<file path="src/rtl/cwsm_pkg.sv">
package cwsm_pkg;

  localparam int NUM_SLOTS = 9;
  localparam int SLOT_W = 4;
  localparam int CS_W = 23;
  localparam int HOLD_W = 16;

  localparam logic [1:0] CFG_X_ORIGIN = 2'd0;
  localparam logic [1:0] CFG_Y_ORIGIN = 2'd1;
  localparam logic [1:0] CFG_CHUNK_SIZE = 2'd2;
  localparam logic [1:0] CFG_HOLD_TICKS = 2'd3;

  typedef enum logic [3:0] {
    ST_IDLE,
    ST_DIV_START,
    ST_DIV_WAIT,
    ST_HOLD,
    ST_STATUS,
    ST_EVICT,
    ST_PLACE,
    ST_REPORT,
    ST_DONE
  } state_t;

  typedef struct packed {
    logic load_pos;
    logic div_start;
    logic hold_eval;
    logic evict_step;
    logic place_step;
    logic report_step;
    logic commit;
    logic out_status;
    logic out_slot;
  } cmd_t;

  typedef struct packed {
    logic col_done;
    logic div_done;
    logic update;
    logic scan_last;
    logic out_busy;
  } status_t;

endpackage

</file>
<file path="src/rtl/chunk_window_slot_manager_core.sv">
// An accepted position yields a status result, or on an update an evict pass over
// the 9 slots and a place pass over the window, then a report of every slot.
// A new position is taken only in idle, once its last result has been issued, so
// output stalls hold the flow too. The shared bit-serial divider, run once for
// column and once for row, takes most of the time per position.
// Reset (rst_n low, synchronous): configuration registers to defaults, slots free, chunk -1.
module chunk_window_slot_manager_core #(
  parameter int WINDOW_RADIUS = 1,
  parameter int INDEX_WIDTH = 12,
  parameter int POS_WIDTH = 24
) (
  input  logic                          clk,
  input  logic                          rst_n,
  input  logic                          in_valid,
  output logic                          in_stall,
  input  logic signed [POS_WIDTH-1:0]   in_pos_x,
  input  logic signed [POS_WIDTH-1:0]   in_pos_y,
  input  logic                          cfg_valid,
  output logic                          cfg_ready,
  input  logic [1:0]                    cfg_index,
  input  logic [31:0]                   cfg_data,
  output logic                          out_valid,
  input  logic                          out_stall,
  output logic                          out_kind,
  output logic                          out_pending,
  output logic [15:0]                   out_countdown,
  output logic [3:0]                    out_slot,
  output logic signed [INDEX_WIDTH-1:0] out_chunk_row,
  output logic signed [INDEX_WIDTH-1:0] out_chunk_col,
  output logic                          out_occupied,
  output logic                          out_newly_loaded,
  output logic                          out_evicted,
  output logic                          out_last
);
  import cwsm_pkg::*;

  cmd_t cmd;
  status_t sts;

  assign cfg_ready = 1'b1;

  cwsm_ctrl u_ctrl (
    .clk(clk), .rst_n(rst_n), .in_valid(in_valid), .in_stall(in_stall),
    .sts(sts), .cmd(cmd)
  );

  cwsm_datapath #(
    .WINDOW_RADIUS(WINDOW_RADIUS), .INDEX_WIDTH(INDEX_WIDTH), .POS_WIDTH(POS_WIDTH)
  ) u_dp (
    .clk(clk), .rst_n(rst_n), .cmd(cmd), .sts(sts),
    .pos_x(in_pos_x), .pos_y(in_pos_y),
    .cfg_we(cfg_valid), .cfg_idx(cfg_index), .cfg_val(cfg_data),
    .out_stall(out_stall), .out_valid(out_valid), .out_kind(out_kind),
    .out_pending(out_pending), .out_countdown(out_countdown), .out_slot(out_slot),
    .out_chunk_row(out_chunk_row), .out_chunk_col(out_chunk_col),
    .out_occupied(out_occupied), .out_newly_loaded(out_newly_loaded),
    .out_evicted(out_evicted), .out_last(out_last)
  );
endmodule

</file>
<file path="src/rtl/cwsm_div.sv">
module cwsm_div #(
  parameter int NUM_W = 26,
  parameter int DEN_W = 23
) (
  input  logic                    clk,
  input  logic                    rst_n,
  input  logic                    start,
  input  logic signed [NUM_W-1:0] num,
  input  logic        [DEN_W-1:0] den,
  output logic                    done,
  output logic signed [NUM_W-1:0] quot
);
  localparam int CNT_W = $clog2(NUM_W + 1);

  logic [NUM_W-1:0] q_r, q_nxt;
  logic [DEN_W:0] rem_r, rem_nxt;
  logic [DEN_W-1:0] den_r;
  logic neg_r;
  logic [CNT_W-1:0] cnt_r, cnt_nxt;
  logic busy_r, done_r;
  logic [DEN_W:0] trial;
  logic [NUM_W-1:0] mag;

  always_comb begin
    mag = num[NUM_W-1] ? NUM_W'(-num) : NUM_W'(num);
    trial = {rem_r[DEN_W-1:0], q_r[NUM_W-1]};
    rem_nxt = trial;
    q_nxt = {q_r[NUM_W-2:0], 1'b0};
    if (trial >= {1'b0, den_r}) begin
      rem_nxt = trial - {1'b0, den_r};
      q_nxt[0] = 1'b1;
    end
    cnt_nxt = cnt_r - CNT_W'(1);
  end

  always_ff @(posedge clk) begin
    if (!rst_n) begin
      busy_r <= 1'b0;
      done_r <= 1'b0;
      cnt_r <= '0;
    end else begin
      done_r <= 1'b0;
      if (start) begin
        busy_r <= 1'b1;
        cnt_r <= CNT_W'(NUM_W);
      end else if (busy_r) begin
        cnt_r <= cnt_nxt;
        if (cnt_nxt == '0) begin
          busy_r <= 1'b0;
          done_r <= 1'b1;
        end
      end
    end
    if (start) begin
      q_r <= mag;
      rem_r <= '0;
      den_r <= (den == '0) ? DEN_W'(1) : den;
      neg_r <= num[NUM_W-1];
    end else if (busy_r) begin
      q_r <= q_nxt;
      rem_r <= rem_nxt;
    end
  end

  assign done = done_r;
  assign quot = neg_r ? NUM_W'(-q_r) : NUM_W'(q_r);
endmodule

</file>
<file path="src/rtl/cwsm_datapath.sv">
module cwsm_datapath #(
  parameter int WINDOW_RADIUS = 1,
  parameter int INDEX_WIDTH = 12,
  parameter int POS_WIDTH = 24
) (
  input  logic                          clk,
  input  logic                          rst_n,
  input  cwsm_pkg::cmd_t                cmd,
  output cwsm_pkg::status_t             sts,
  input  logic signed [POS_WIDTH-1:0]   pos_x,
  input  logic signed [POS_WIDTH-1:0]   pos_y,
  input  logic                          cfg_we,
  input  logic [1:0]                    cfg_idx,
  input  logic [31:0]                   cfg_val,
  input  logic                          out_stall,
  output logic                          out_valid,
  output logic                          out_kind,
  output logic                          out_pending,
  output logic [15:0]                   out_countdown,
  output logic [3:0]                    out_slot,
  output logic signed [INDEX_WIDTH-1:0] out_chunk_row,
  output logic signed [INDEX_WIDTH-1:0] out_chunk_col,
  output logic                          out_occupied,
  output logic                          out_newly_loaded,
  output logic                          out_evicted,
  output logic                          out_last
);
  import cwsm_pkg::*;

  localparam int NUM_W = POS_WIDTH + 2;
  localparam int SIDE = 2 * WINDOW_RADIUS + 1;
  localparam int WIN = SIDE * SIDE;
  localparam int WIN_W = $clog2(WIN + 1);
  localparam int SIDE_W = $clog2(SIDE + 1);
  localparam logic signed [NUM_W-1:0] IMAX = NUM_W'((1 << (INDEX_WIDTH - 1)) - 1);
  localparam logic signed [NUM_W-1:0] IMIN = -NUM_W'(1 << (INDEX_WIDTH - 1));

  logic signed [POS_WIDTH-1:0] x_origin_r, y_origin_r;
  logic [CS_W-1:0] chunk_size_r;
  logic [HOLD_W-1:0] hold_ticks_r;
  logic signed [POS_WIDTH-1:0] px_r, py_r;
  logic signed [INDEX_WIDTH-1:0] row_r, col_r, cur_row_r, cur_col_r;
  logic hold_active_r, update_r;
  logic [HOLD_W-1:0] hold_count_r;
  logic [HOLD_W-1:0] cnt_nxt;
  logic act_nxt, upd_nxt;

  logic signed [INDEX_WIDTH-1:0] slot_row_r [NUM_SLOTS];
  logic signed [INDEX_WIDTH-1:0] slot_col_r [NUM_SLOTS];
  logic [NUM_SLOTS-1:0] used_r, nl_r, ev_r;

  logic [SLOT_W-1:0] sidx_r;
  logic [WIN_W-1:0] widx_r;
  logic [SIDE_W-1:0] wi_r, wj_r;

  logic signed [NUM_W-1:0] num_x, num_y, qsel;
  logic signed [NUM_W-1:0] num;
  logic div_done;
  logic div_phase_r;
  logic signed [INDEX_WIDTH-1:0] sat_q;

  logic signed [INDEX_WIDTH-1:0] win_row [WIN];
  logic signed [INDEX_WIDTH-1:0] win_col [WIN];
  logic signed [INDEX_WIDTH-1:0] wr_cur, wc_cur;
  logic keep;
  logic [NUM_SLOTS-1:0] found_v, free_v;
  logic [SLOT_W-1:0] free_idx;
  logic free_any;

  logic ov_r, okind_r, opend_r, oocc_r, onl_r, oev_r, olast_r;
  logic [15:0] ocd_r;
  logic [3:0] oslot_r;
  logic signed [INDEX_WIDTH-1:0] orow_r, ocol_r;

  assign num_x = NUM_W'(px_r) - NUM_W'(x_origin_r);
  assign num_y = NUM_W'(y_origin_r) - NUM_W'(py_r) + NUM_W'({1'b0, chunk_size_r == '0 ?
                 CS_W'(1) : chunk_size_r});
  assign num = div_phase_r ? num_y : num_x;

  cwsm_div #(.NUM_W(NUM_W), .DEN_W(CS_W)) u_div (
    .clk(clk), .rst_n(rst_n), .start(cmd.div_start), .num(num),
    .den(chunk_size_r), .done(div_done), .quot(qsel)
  );

  always_comb begin
    if (qsel > IMAX) sat_q = INDEX_WIDTH'(IMAX);
    else if (qsel < IMIN) sat_q = INDEX_WIDTH'(IMIN);
    else sat_q = INDEX_WIDTH'(qsel);
  end

  always_comb begin
    for (int i = 0; i < SIDE; i++) begin
      for (int j = 0; j < SIDE; j++) begin
        win_row[i*SIDE+j] = INDEX_WIDTH'(row_r + INDEX_WIDTH'(i - WINDOW_RADIUS));
        win_col[i*SIDE+j] = INDEX_WIDTH'(col_r + INDEX_WIDTH'(j - WINDOW_RADIUS));
      end
    end
    wr_cur = INDEX_WIDTH'(row_r + INDEX_WIDTH'(int'(wi_r) - WINDOW_RADIUS));
    wc_cur = INDEX_WIDTH'(col_r + INDEX_WIDTH'(int'(wj_r) - WINDOW_RADIUS));
    keep = 1'b0;
    for (int k = 0; k < WIN; k++) begin
      if (win_row[k] == slot_row_r[sidx_r] && win_col[k] == slot_col_r[sidx_r]) keep = 1'b1;
    end
    for (int s = 0; s < NUM_SLOTS; s++) begin
      found_v[s] = used_r[s] && slot_row_r[s] == wr_cur && slot_col_r[s] == wc_cur;
      free_v[s] = !used_r[s];
    end
    free_idx = '0;
    free_any = 1'b0;
    for (int s = NUM_SLOTS - 1; s >= 0; s--) begin
      if (free_v[s]) begin
        free_idx = SLOT_W'(s);
        free_any = 1'b1;
      end
    end
  end

  always_comb begin
    act_nxt = hold_active_r;
    cnt_nxt = hold_count_r;
    upd_nxt = 1'b0;
    if (row_r == cur_row_r && col_r == cur_col_r) begin
      act_nxt = 1'b0;
      cnt_nxt = '0;
    end else begin
      if (hold_active_r) cnt_nxt = hold_count_r + HOLD_W'(1);
      else begin
        act_nxt = 1'b1;
        cnt_nxt = '0;
      end
      if (cnt_nxt == hold_ticks_r) begin
        upd_nxt = 1'b1;
        act_nxt = 1'b0;
        cnt_nxt = '0;
      end
    end
  end

  always_ff @(posedge clk) begin
    if (!rst_n) begin
      x_origin_r <= '0;
      y_origin_r <= '0;
      chunk_size_r <= CS_W'(8192);
      hold_ticks_r <= '0;
      cur_row_r <= '1;
      cur_col_r <= '1;
      hold_active_r <= 1'b0;
      hold_count_r <= '0;
      used_r <= '0;
      update_r <= 1'b0;
      div_phase_r <= 1'b0;
      ov_r <= 1'b0;
      sidx_r <= '0;
      wi_r <= '0;
      wj_r <= '0;
      widx_r <= '0;
    end else begin
      if (cfg_we) begin
        unique case (cfg_idx)
          CFG_X_ORIGIN: x_origin_r <= POS_WIDTH'(cfg_val);
          CFG_Y_ORIGIN: y_origin_r <= POS_WIDTH'(cfg_val);
          CFG_CHUNK_SIZE: chunk_size_r <= CS_W'(cfg_val);
          CFG_HOLD_TICKS: hold_ticks_r <= HOLD_W'(cfg_val);
          default: ;
        endcase
      end
      if (cmd.load_pos) div_phase_r <= 1'b0;
      if (div_done) begin
        if (!div_phase_r) begin
          col_r <= sat_q;
          div_phase_r <= 1'b1;
        end else row_r <= sat_q;
      end
      if (cmd.hold_eval) begin
        hold_active_r <= act_nxt;
        hold_count_r <= cnt_nxt;
        update_r <= upd_nxt;
        sidx_r <= '0;
        wi_r <= '0;
        wj_r <= '0;
        widx_r <= '0;
        nl_r <= '0;
        ev_r <= '0;
      end
      if (cmd.evict_step) begin
        if (used_r[sidx_r] && !keep) begin
          used_r[sidx_r] <= 1'b0;
          ev_r[sidx_r] <= 1'b1;
        end
        sidx_r <= (sidx_r == SLOT_W'(NUM_SLOTS - 1)) ? '0 : sidx_r + SLOT_W'(1);
      end
      if (cmd.place_step) begin
        if (found_v == '0 && free_any) begin
          used_r[free_idx] <= 1'b1;
          slot_row_r[free_idx] <= wr_cur;
          slot_col_r[free_idx] <= wc_cur;
          nl_r[free_idx] <= 1'b1;
        end
        widx_r <= widx_r + WIN_W'(1);
        if (wj_r == SIDE_W'(SIDE - 1)) begin
          wj_r <= '0;
          wi_r <= wi_r + SIDE_W'(1);
        end else wj_r <= wj_r + SIDE_W'(1);
      end
      if (cmd.commit) begin
        cur_row_r <= row_r;
        cur_col_r <= col_r;
      end
      ov_r <= cmd.out_status || cmd.out_slot || (ov_r && out_stall);
      if (cmd.out_status) begin
        okind_r <= 1'b0;
        opend_r <= hold_active_r;
        ocd_r <= hold_active_r ? hold_ticks_r - hold_count_r : '0;
        oslot_r <= '0;
        orow_r <= '0;
        ocol_r <= '0;
        oocc_r <= 1'b0;
        onl_r <= 1'b0;
        oev_r <= 1'b0;
        olast_r <= 1'b1;
      end
      if (cmd.out_slot) begin
        okind_r <= 1'b1;
        opend_r <= 1'b0;
        ocd_r <= '0;
        oslot_r <= sidx_r;
        orow_r <= used_r[sidx_r] ? slot_row_r[sidx_r] : '0;
        ocol_r <= used_r[sidx_r] ? slot_col_r[sidx_r] : '0;
        oocc_r <= used_r[sidx_r];
        onl_r <= nl_r[sidx_r];
        oev_r <= ev_r[sidx_r];
        olast_r <= sidx_r == SLOT_W'(NUM_SLOTS - 1);
        sidx_r <= sidx_r + SLOT_W'(1);
      end
    end
    if (cmd.load_pos) begin
      px_r <= pos_x;
      py_r <= pos_y;
    end
  end

  assign sts.col_done = div_done && !div_phase_r;
  assign sts.div_done = div_done && div_phase_r;
  assign sts.update = update_r;
  assign sts.scan_last = cmd.place_step ? (widx_r == WIN_W'(WIN - 1))
                                        : (sidx_r == SLOT_W'(NUM_SLOTS - 1));
  assign sts.out_busy = ov_r && out_stall;

  assign out_valid = ov_r;
  assign out_kind = okind_r;
  assign out_pending = opend_r;
  assign out_countdown = ocd_r;
  assign out_slot = oslot_r;
  assign out_chunk_row = orow_r;
  assign out_chunk_col = ocol_r;
  assign out_occupied = oocc_r;
  assign out_newly_loaded = onl_r;
  assign out_evicted = oev_r;
  assign out_last = olast_r;

`ifndef SYNTHESIS
  a_status_free: assert property (@(posedge clk) disable iff (!rst_n)
    ov_r && !okind_r |-> olast_r) else $error("status not last");
  a_slot_quiet: assert property (@(posedge clk) disable iff (!rst_n)
    ov_r && okind_r |-> !opend_r && ocd_r == '0) else $error("slot report pending");
  a_nl_used: assert property (@(posedge clk) disable iff (!rst_n)
    cmd.out_slot |=> (!out_newly_loaded || out_occupied)) else $error("loaded not occupied");
`endif
endmodule

</file>
<file path="src/rtl/cwsm_ctrl.sv">
module cwsm_ctrl (
  input  logic               clk,
  input  logic               rst_n,
  input  logic               in_valid,
  output logic               in_stall,
  input  cwsm_pkg::status_t  sts,
  output cwsm_pkg::cmd_t     cmd
);
  import cwsm_pkg::*;

  state_t state_r, state_nxt;

  always_comb begin
    state_nxt = state_r;
    unique case (state_r)
      ST_IDLE: if (in_valid) state_nxt = ST_DIV_START;
      ST_DIV_START: state_nxt = ST_DIV_WAIT;
      ST_DIV_WAIT: begin
        if (sts.div_done) state_nxt = ST_HOLD;
        else if (sts.col_done) state_nxt = ST_DIV_START;
      end
      ST_HOLD: state_nxt = ST_DONE;
      ST_DONE: state_nxt = sts.update ? ST_EVICT : ST_STATUS;
      ST_STATUS: if (!sts.out_busy) state_nxt = ST_IDLE;
      ST_EVICT: if (sts.scan_last) state_nxt = ST_PLACE;
      ST_PLACE: if (sts.scan_last) state_nxt = ST_REPORT;
      ST_REPORT: if (!sts.out_busy && sts.scan_last) state_nxt = ST_IDLE;
      default: state_nxt = ST_IDLE;
    endcase
  end

  always_comb begin
    cmd = '0;
    in_stall = state_r != ST_IDLE;
    unique case (state_r)
      ST_IDLE: cmd.load_pos = in_valid;
      ST_DIV_START: cmd.div_start = 1'b1;
      ST_DIV_WAIT: ;
      ST_HOLD: cmd.hold_eval = 1'b1;
      ST_DONE: ;
      ST_STATUS: cmd.out_status = !sts.out_busy;
      ST_EVICT: cmd.evict_step = 1'b1;
      ST_PLACE: cmd.place_step = 1'b1;
      ST_REPORT: begin
        cmd.out_slot = !sts.out_busy;
        cmd.commit = !sts.out_busy && sts.scan_last;
      end
      default: ;
    endcase
  end

  always_ff @(posedge clk) begin
    if (!rst_n) state_r <= ST_IDLE;
    else state_r <= state_nxt;
  end

`ifndef SYNTHESIS
  a_one_out: assert property (@(posedge clk) disable iff (!rst_n)
    !(cmd.out_status && cmd.out_slot)) else $error("two outputs");
  a_accept_idle: assert property (@(posedge clk) disable iff (!rst_n)
    !in_stall |-> state_r == ST_IDLE) else $error("accept busy");
  a_start: assert property (@(posedge clk) disable iff (!rst_n)
    cmd.load_pos |=> cmd.div_start) else $error("no divide");
`endif
endmodule
</file>
<file path="config.mk">
export PLATFORM = sky130hd
export DESIGN_NAME = chunk_window_slot_manager_core
export DESIGN_NICKNAME = d
export VERILOG_FILES = /design/src/rtl/cwsm_pkg.sv /design/src/rtl/chunk_window_slot_manager_core.sv /design/src/rtl/cwsm_div.sv /design/src/rtl/cwsm_datapath.sv /design/src/rtl/cwsm_ctrl.sv
export SDC_FILE = /design/constraint.sdc
export NUM_CORES = 2
export LEC_CHECK = 0
export BUFFER_PORTS_ARGS = -buffer_cell sky130_fd_sc_hd__buf_4
export CAP_MARGIN = 40
export CORE_MARGIN = 5
export CORE_UTILIZATION = 30
export CTS_CLUSTER_DIAMETER = 50
export DETAILED_ROUTE_END_ITERATION = 7
export GPL_TIMING_DRIVEN = 0
export SKIP_CTS_REPAIR_TIMING = 1
export SLEW_MARGIN = 15
export SYNTH_ARGS = -nofsm -noshare
export SYNTH_HDL_FRONTEND = slang
export SYNTH_SLANG_ARGS = --single-unit
export TNS_END_PERCENT = 1
</file>
<file path="constraint.sdc">
create_clock -name clk -period 12.1 [get_ports clk]
set_input_delay 1.21 -clock clk [delete_from_list [all_inputs] [get_ports clk]]
set_output_delay 1.21 -clock clk [all_outputs]
set_load 0.005 [all_outputs]
</file>
* After elaboration in Yosys (flattened, before gate mapping)
Memory sizes are Yosys's and may differ from the RTL's. A register that Yosys moved wholly into a read port is not among the register bits.
Cells that the tools add are included.
** Storage, ports and cells
- Flip-flop bits (word level) :: 376
- Bits in writable memories :: 216
- Bits of input ports :: 87
- Output and inout bits :: 53
- Word-level logic and storage cells :: 317
- Memories :: 2
** Operators by class
- Add/sub/neg operators :: 21
- $lt $le $gt $ge :: 7
- Equality and inequality tests :: 47
- Multiplexer cells :: 130
- Bitwise gates (word level) :: 8
- Reductions and logical operators :: 61
** Memory list
- u_dp.slot_col_r :: depth 9, bits a word 12, read ports 10, clocked after memory_dff 1, wr ports 1, line cwsm_datapath.sv:49 : logic signed [INDEX_WIDTH-1:0] slot_col_r [NUM_SLOTS];
- u_dp.slot_row_r :: depth 9, bits a word 12, read ports 10, clocked after memory_dff 1, wr ports 1, line cwsm_datapath.sv:48 : logic signed [INDEX_WIDTH-1:0] slot_row_r [NUM_SLOTS];
** Operator list (number)
- $eq 12x12->1 :: 26
- $mux 26 :: 5
- $mux 9 :: 13
- $mux 4 :: 27
- $mux 16 :: 6
- $mux 12 :: 7
- $mux 1 :: 56
- $neg 26->26 :: 2
- $sub 24x24->25 :: 2
- $mux 23 :: 2
- $logic_and 1x1->1 :: 36
- $pmux 4 s9 :: 1
- $or 9x9->9 :: 3
- $add 26x23->26 :: 1
- $gt 26x12->1 const B :: 1
- $lt 26x12->1 const B :: 1
- $add 12x1->12 const B :: 2
- $add 12x12->12 :: 2
- $add 12x2->12 const B :: 2
- $ge 24x23->1 :: 1
- $logic_not 23->1 :: 1
- $sub 23x23->23 :: 1
- $add 16x1->16 const B :: 1
- $eq 16x16->1 :: 1
- 37 further kinds :: 74

* Depth between registers and ports, before layout
- Word-level depth :: 20
- Gate-level depth with buffers :: 27
- Depth with buffers taken out :: 26

* Modules after synthesis
A second synthesis with hierarchy kept.
** Second synthesis, totals
- Cell total of the unflattened synthesis :: 4269
- Area, all modules :: 44924.3 um^2
** By module, submodules not included
- cwsm_datapath :: times used 1, cells each 3563, area an instance 38856.0 um^2, seq. area each 18858.1 um^2
- cwsm_div :: times used 1, cells each 647, area an instance 5654.2 um^2, seq. area each 2102.0 um^2
- cwsm_ctrl :: times used 1, cells each 57, area an instance 402.9 um^2, seq. area each 80.1 um^2
- chunk_window_slot_manager_core :: times used 1, cells each 2, area an instance 11.3 um^2, seq. area each 0.0 um^2

* Worst setup path before layout
No wires, ideal clock.
- Kind :: flip-flop to flip-flop
- Start point :: register u_dp.wi_r[0]
- End point :: memory u_dp.slot_col_r[1][0] (enable)
- Setup time :: 405 ps
- Arrival time :: 5098 ps
- Required time :: 11695 ps
- Path slack :: 6597 ps
- Cell stages (with the launch flop) :: 18
- Path buffers :: 1
- Clock period less this slack :: 5503 ps
- Cell sequence :: dfxtp_1 > inv_1 > ha_1 > fa_1 > and2b_1 > o21ai_2 > a21oi_2 > a31oi_2 > xnor2_2 > xor2_1 > or4_1 > nor4_1 > a222oi_1 > nand4_1 > a211oi_2 > buf_2 > nand3_1 > nor2_1
** Between the ends
- Longest elaborated chain between the ends :: 11
- Elaborated cells between the ends (all ways) :: 35
- Those cells by class :: 2 x add/sub; 9 x eq/ne; 4 x mux; 20 x reduce/logical
** Ends and longest elaborated chain
- from (decl) :: line cwsm_datapath.sv:54 : logic [SIDE_W-1:0] wi_r, wj_r;
- from (signal assigned) :: line cwsm_datapath.sv:202 : wi_r <= wi_r + SIDE_W'(1);
- $sub 2x1->3 * :: line cwsm_datapath.sv:98 : wr_cur = INDEX_WIDTH'(row_r + INDEX_WIDTH'(int'(wi_r) - WINDOW_RADIUS));
- $add 12x12->12 * :: line cwsm_datapath.sv:98
- named net u_dp.wr_cur[8] :: line cwsm_datapath.sv:64 : logic signed [INDEX_WIDTH-1:0] wr_cur, wc_cur;
- $eq 12x12->1 :: line cwsm_datapath.sv:105 : found_v[s] = used_r[s] && slot_row_r[s] == wr_cur && slot_col_r[s] == wc_cur;
- $logic_and 1x1->1 (2 in series) :: line cwsm_datapath.sv:105
- $logic_not 9->1 * :: line cwsm_datapath.sv:193 : if (found_v == '0 && free_any) begin
- $logic_and 1x1->1 * :: line cwsm_datapath.sv:193
- $mux 1 * :: line cwsm_datapath.sv:193
- $mux 1 * :: line cwsm_datapath.sv:192 : if (cmd.place_step) begin
- $mux 1 * :: line cwsm_datapath.sv:140 : if (!rst_n) begin
- $mux 1 (not written as such) * :: line cwsm_datapath.sv:196 : slot_col_r[free_idx] <= wc_cur;
- to (decl) :: line cwsm_datapath.sv:49
The timed path passes the listed nets; every way through them passes the cells marked *.

* Worst setup path after layout
- Start point :: register u_dp.wj_r[0]
- End point :: memory u_dp.slot_col_r[1][7] (enable)
** Between the ends
- Longest elaborated chain between the ends :: 10
- Elaborated cells between the ends (all ways) :: 26
- Those cells by class :: 2 x add/sub; 9 x eq/ne; 4 x mux; 11 x reduce/logical
** Ends and longest elaborated chain
- from (decl) :: line cwsm_datapath.sv:54
- from (signal assigned) :: line cwsm_datapath.sv:203 : end else wj_r <= wj_r + SIDE_W'(1);
- $sub 2x1->3 * :: line cwsm_datapath.sv:99 : wc_cur = INDEX_WIDTH'(col_r + INDEX_WIDTH'(int'(wj_r) - WINDOW_RADIUS));
- $add 12x12->12 * :: line cwsm_datapath.sv:99
- named net u_dp.wc_cur[11] :: line cwsm_datapath.sv:64
- $eq 12x12->1 :: line cwsm_datapath.sv:105
- $logic_and 1x1->1 :: line cwsm_datapath.sv:105
- $logic_not 9->1 * :: line cwsm_datapath.sv:193
- $logic_and 1x1->1 * :: line cwsm_datapath.sv:193
- $mux 1 * :: line cwsm_datapath.sv:193
- $mux 1 * :: line cwsm_datapath.sv:192
- $mux 1 * :: line cwsm_datapath.sv:140
- $mux 1 (not written as such) * :: line cwsm_datapath.sv:196
Marked as above.

==> run summary <==
The area growth from synthesis to layout is 18.2%. The layout cell share with drive strength beyond 1 is 0.125. The most common cell after layout, fill and taps aside is sky130_fd_sc_hd__edfxtp_1. For this design the top-level I/O count stands at between 100 and 150. The detailed-routing iteration count for the pre-antenna-repair pass is 6. The worst slew margin relative to its limit came out at 0.361.

For this run, the leading register cell type out of synthesis is sky130_fd_sc_hd__edfxtp_1. Of all cell types, the one taking the most synthesized area is sky130_fd_sc_hd__edfxtp_1. The mean cell area of the mapped netlist came out at between 10 and 15 sq um.

The final count of negative-setup-slack endpoints came out at 0. Once detail routing completed, the nets flagged for antenna violations numbered 0. The type of the tightest min-delay check is reg2reg.

Buffers inserted during clock tree synthesis total 95. The number of buffers between clock root and the deepest sink is 3. The detail-routed net length per standard cell is between 20 and 25 microns.

In the final timing run, aggregate negative setup slack is 0 ns. For this configuration, the core starts out at a cell density of 0.302. The data arrival time at the worst-slack endpoint came out at 8.01 ns.

The number of fill cells is roughly 15,000. The H-tree was split into 3 levels. The synthesized netlist occupies a cell area of ~0.044 sq mm. The post-synthesis sequential area ratio came out at 0.478.

The register clock-pin slew on the reported worst setup and hold paths is roughly 0.06 ns. The number of global-route vias before repair was between 30,000 and 40,000. TritonCTS built the clock tree. The final number of max-transition violations is 0. Synthesis handed over a netlist of slightly above 4,000 instances. The floorplan step defined a die boundary enclosing 0.154 sq mm.

After the first detailed-routing iteration, the DRC count stood at about 3,500. STA classifies the critical path endpoint as a register. For this run the aggregate overflow at the end of global routing stands at 0.

For the final database, setup skew stands at 0.0486 ns. Port buffering added 130 buffers. Dividing the detail-routed via count by the number of cells gives about 5.3.

The path with the worst hold slack has its endpoint at u_dp.x_origin_r[2]. The final period utilization is 0.630. The root buffer cell is sky130_fd_sc_hd__clkbuf_16. The maximum vdd ir drop came out at 0.114 mV. The number of antenna violations at the first check in global routing came out at 8. The final HPWL from detailed placement is ~120 mm. At the end of routability-driven placement, the weighted congestion stood at a little under 1. The max-capacitance violation count came out at 0. The worst setup path is launched from a register. The worst-case reg-to-reg path depth came out at 20. The placeable core region is around 0.15 sq mm.

Summing all placed instances gives a cell area of a little under 0.05 sq mm. The number of synthesis warnings is 0. The clock latency reported for the late side of the worst-skew pair is slightly above 0.7 ns. Setup repair after global routing left no endpoint under its margin. For this design the ratio of total power to cell area is 165 mW/mm^2.

The global-route wire length before repair is approximately 220 mm. The pre-CTS setup slack came out at roughly 4.6 ns. The final design utilization came out at 0.357. The final hold violation count came to 0. The time the worst path needs with I/O delays and setup is 7.63 ns. Counting instances, the worst hold path has a depth of 2.

The critical path in this run is classified as reg2reg. The measured slew at the worst slew-check pin came out at ~0.95 ns. The startpoint identified for the worst register-to-register timing path is u_dp.wj_r[0]. The summed area of non-filler cells in the final layout is a little over 0.05 sq mm. The share of synthesized area in the top cell type comes to 0.392.

The number of enable-type register cells in the synthesized netlist came out at ~570. The final net count is between 4,000 and 5,000. The remaining routing DRC violations came out at 0. The total number of placement rows came out at 140. The origin of the worst min-delay path is u_dp.x_origin_r[2]. The die height came out at about 390 microns. The floorplan step set the die width to about 390 microns. The static leakage is about 18 nW. The total global routing track utilization came out at 0.194. The run finished with clean final reports. In the post-route analysis, the smallest setup slack over all paths is ~4.5 ns. Entering global routing, the biggest net connects 36 pins. The endpoint required time on the critical path is roughly 12 ns. Along the worst path, the maximum fanout reaches 25.

The fraction of synthesis flops using an asynchronous set or reset pin came out at 0. Yosys mapped the design onto 100 distinct sky130hd cell types. The setup slack of the most critical reg-to-reg path is 4.47 ns. The clock net in this run drives a total of 764 sinks. For this block, the via count after detailed routing is between 30,000 and 40,000. The top cell types in the final layout, fill and taps aside, are 574 x sky130_fd_sc_hd__edfxtp_1, 431 x sky130_fd_sc_hd__nand2_1, 298 x sky130_fd_sc_hd__a21oi_1. Total power for the finished layout comes to around 8.6 mW. By area the synthesized netlist is led by sky130_fd_sc_hd__edfxtp_1 39%, sky130_fd_sc_hd__dfxtp_1 8.6%, sky130_fd_sc_hd__mux4_2 5.6%. Summed over all layers, the routed wires come to ~150 mm. The synthesized design contains about 760 register bits. The endpoint identified for the worst register-to-register timing path is u_dp.slot_col_r[1][7]. The timing-limited maximum frequency came out at approximately 130 MHz.
-- synth_stat cells (all sizes together), types with 12 or more instances --
| master | instances |
|---|---|
| a2111oi | 20 |
| a211o | 12 |
| a211oi | 44 |
| a21o | 51 |
| a21oi | 299 |
| a221oi | 12 |
| a22oi | 23 |
| a31oi | 27 |
| and2 | 49 |
| and3 | 31 |
| buf | 54 |
| clkbuf | 168 |
| dfxtp | 190 |
| edfxtp | 574 |
| ha | 154 |
| inv | 190 |
| mux2i | 87 |
| mux4 | 110 |
| nand2 | 431 |
| nand2b | 21 |
| nand3 | 85 |
| nand4 | 67 |
| nor2 | 279 |
| nor2b | 28 |
| nor3 | 83 |
| nor3b | 17 |
| nor4 | 42 |
| o2111ai | 20 |
| o211ai | 31 |
| o21a | 36 |
| o21ai | 180 |
| o21bai | 20 |
| o22ai | 18 |
| o31ai | 17 |
| or2 | 27 |
| or3 | 31 |
| or4 | 13 |
| xnor2 | 266 |
| xor2 | 152 |
-- worst max-delay path by stage --
stage | cells past startpoint | end | from
floorplan | 17 | u_dp.slot_col_r[1][0] | u_dp.wi_r[0]
global placement | 19 | u_dp.slot_row_r[8][9] | u_dp.wj_r[0]
detailed placement | 20 | u_dp.slot_row_r[1][9] | u_dp.wj_r[0]
CTS | 20 | u_dp.slot_row_r[1][10] | u_dp.wj_r[0]
global route | 18 | u_dp.slot_col_r[5][5] | u_dp.wj_r[0]
finish | 20 | u_dp.slot_col_r[1][7] | u_dp.wj_r[0]
-- power by group --
group / switching (mW) / internal, mW
Sequential: 0.155 / 3.16
Combinational: 1.51 / 0.951
Clock: 1.19 / 1.63
Total: 2.85 / 5.74
-- layout make-up --
type                    instances  area [sq um]  share of cell area
clock buffers                 121          2590              0.0499
inverters                     193           724              0.0139
diodes                          1          2.50           0.0000481
well taps                    1917          2400              0.0461
clock inverters                57           567              0.0109
multi-input cells            3124         22000               0.424
repair buffers                185          1670              0.0322
flip-flops and latches        764         21000               0.405
plain buffers                 222           963              0.0185
-- critical path, stage by stage (launching register included) --
cell,delay (ns)
sky130_fd_sc_hd__dfxtp_1,0.35
sky130_fd_sc_hd__inv_1,0.11
sky130_fd_sc_hd__ha_1,0.38
sky130_fd_sc_hd__ha_1,0.35
sky130_fd_sc_hd__clkbuf_1,0.59
sky130_fd_sc_hd__o21ai_0,0.23
sky130_fd_sc_hd__nor2_1,0.35
sky130_fd_sc_hd__nor2_1,0.20
sky130_fd_sc_hd__and3_1,0.21
sky130_fd_sc_hd__nor3_1,0.72
sky130_fd_sc_hd__buf_2,0.57
sky130_fd_sc_hd__xnor2_1,0.13
sky130_fd_sc_hd__nand3_1,0.17
sky130_fd_sc_hd__nor4_1,0.14
sky130_fd_sc_hd__a222oi_1,0.43
sky130_fd_sc_hd__nand4_1,0.17
sky130_fd_sc_hd__a211oi_2,0.72
sky130_fd_sc_hd__buf_2,0.33
sky130_fd_sc_hd__nand3_1,0.21
sky130_fd_sc_hd__nor2_4,0.64
sky130_fd_sc_hd__buf_16,0.24
-- sequential cells by signal, summed over array words and instances (netlist names), 24 cells and up, named ones only --
name	count
u_dp.slot_col_r	192
u_dp.slot_row_r	192
u_dp.u_div.q_r	26
u_dp.px_r	24
u_dp.py_r	24
u_dp.x_origin_r	24
u_dp.y_origin_r	24
-- stage by stage --
step           hold slack (ns)  std cells
5_1_grt                  0.471       6583
3_3_place_gp             0.443       6350
3_5_place_dp             0.447       6402
4_1_cts                  0.456       6580
6_report                 0.455       6584
2_1_floorplan            0.423       4303
-- kinds of logic after synthesis --
kind of cell,after synthesis,synth area share
AO/OA/AOI/OAI,925,0.137
XOR/XNOR,418,0.0852
adder cells (fa/ha/maj),161,0.0470
buffers and inverters,415,0.0383
flip-flops,764,0.478
multiplexers,207,0.0787
other,2,0.000171
AND/OR/NAND/NOR,1244,0.135
-- routing by layer --
metal | track usage | wire [microns] | part of all wire | vias up
li1 | - | - | - | 16100
met1 | 0.275 | 69100 | 0.45 | 17100
met2 | 0.301 | 68000 | 0.44 | 1322
met3 | 0.0303 | 10900 | 0.071 | 216
met4 | 0.0715 | 5740 | 0.037 | 2
met5 | 0 | 10 | 0.000065 | -
No activity file was read; power rests on OpenSTA's default activity.
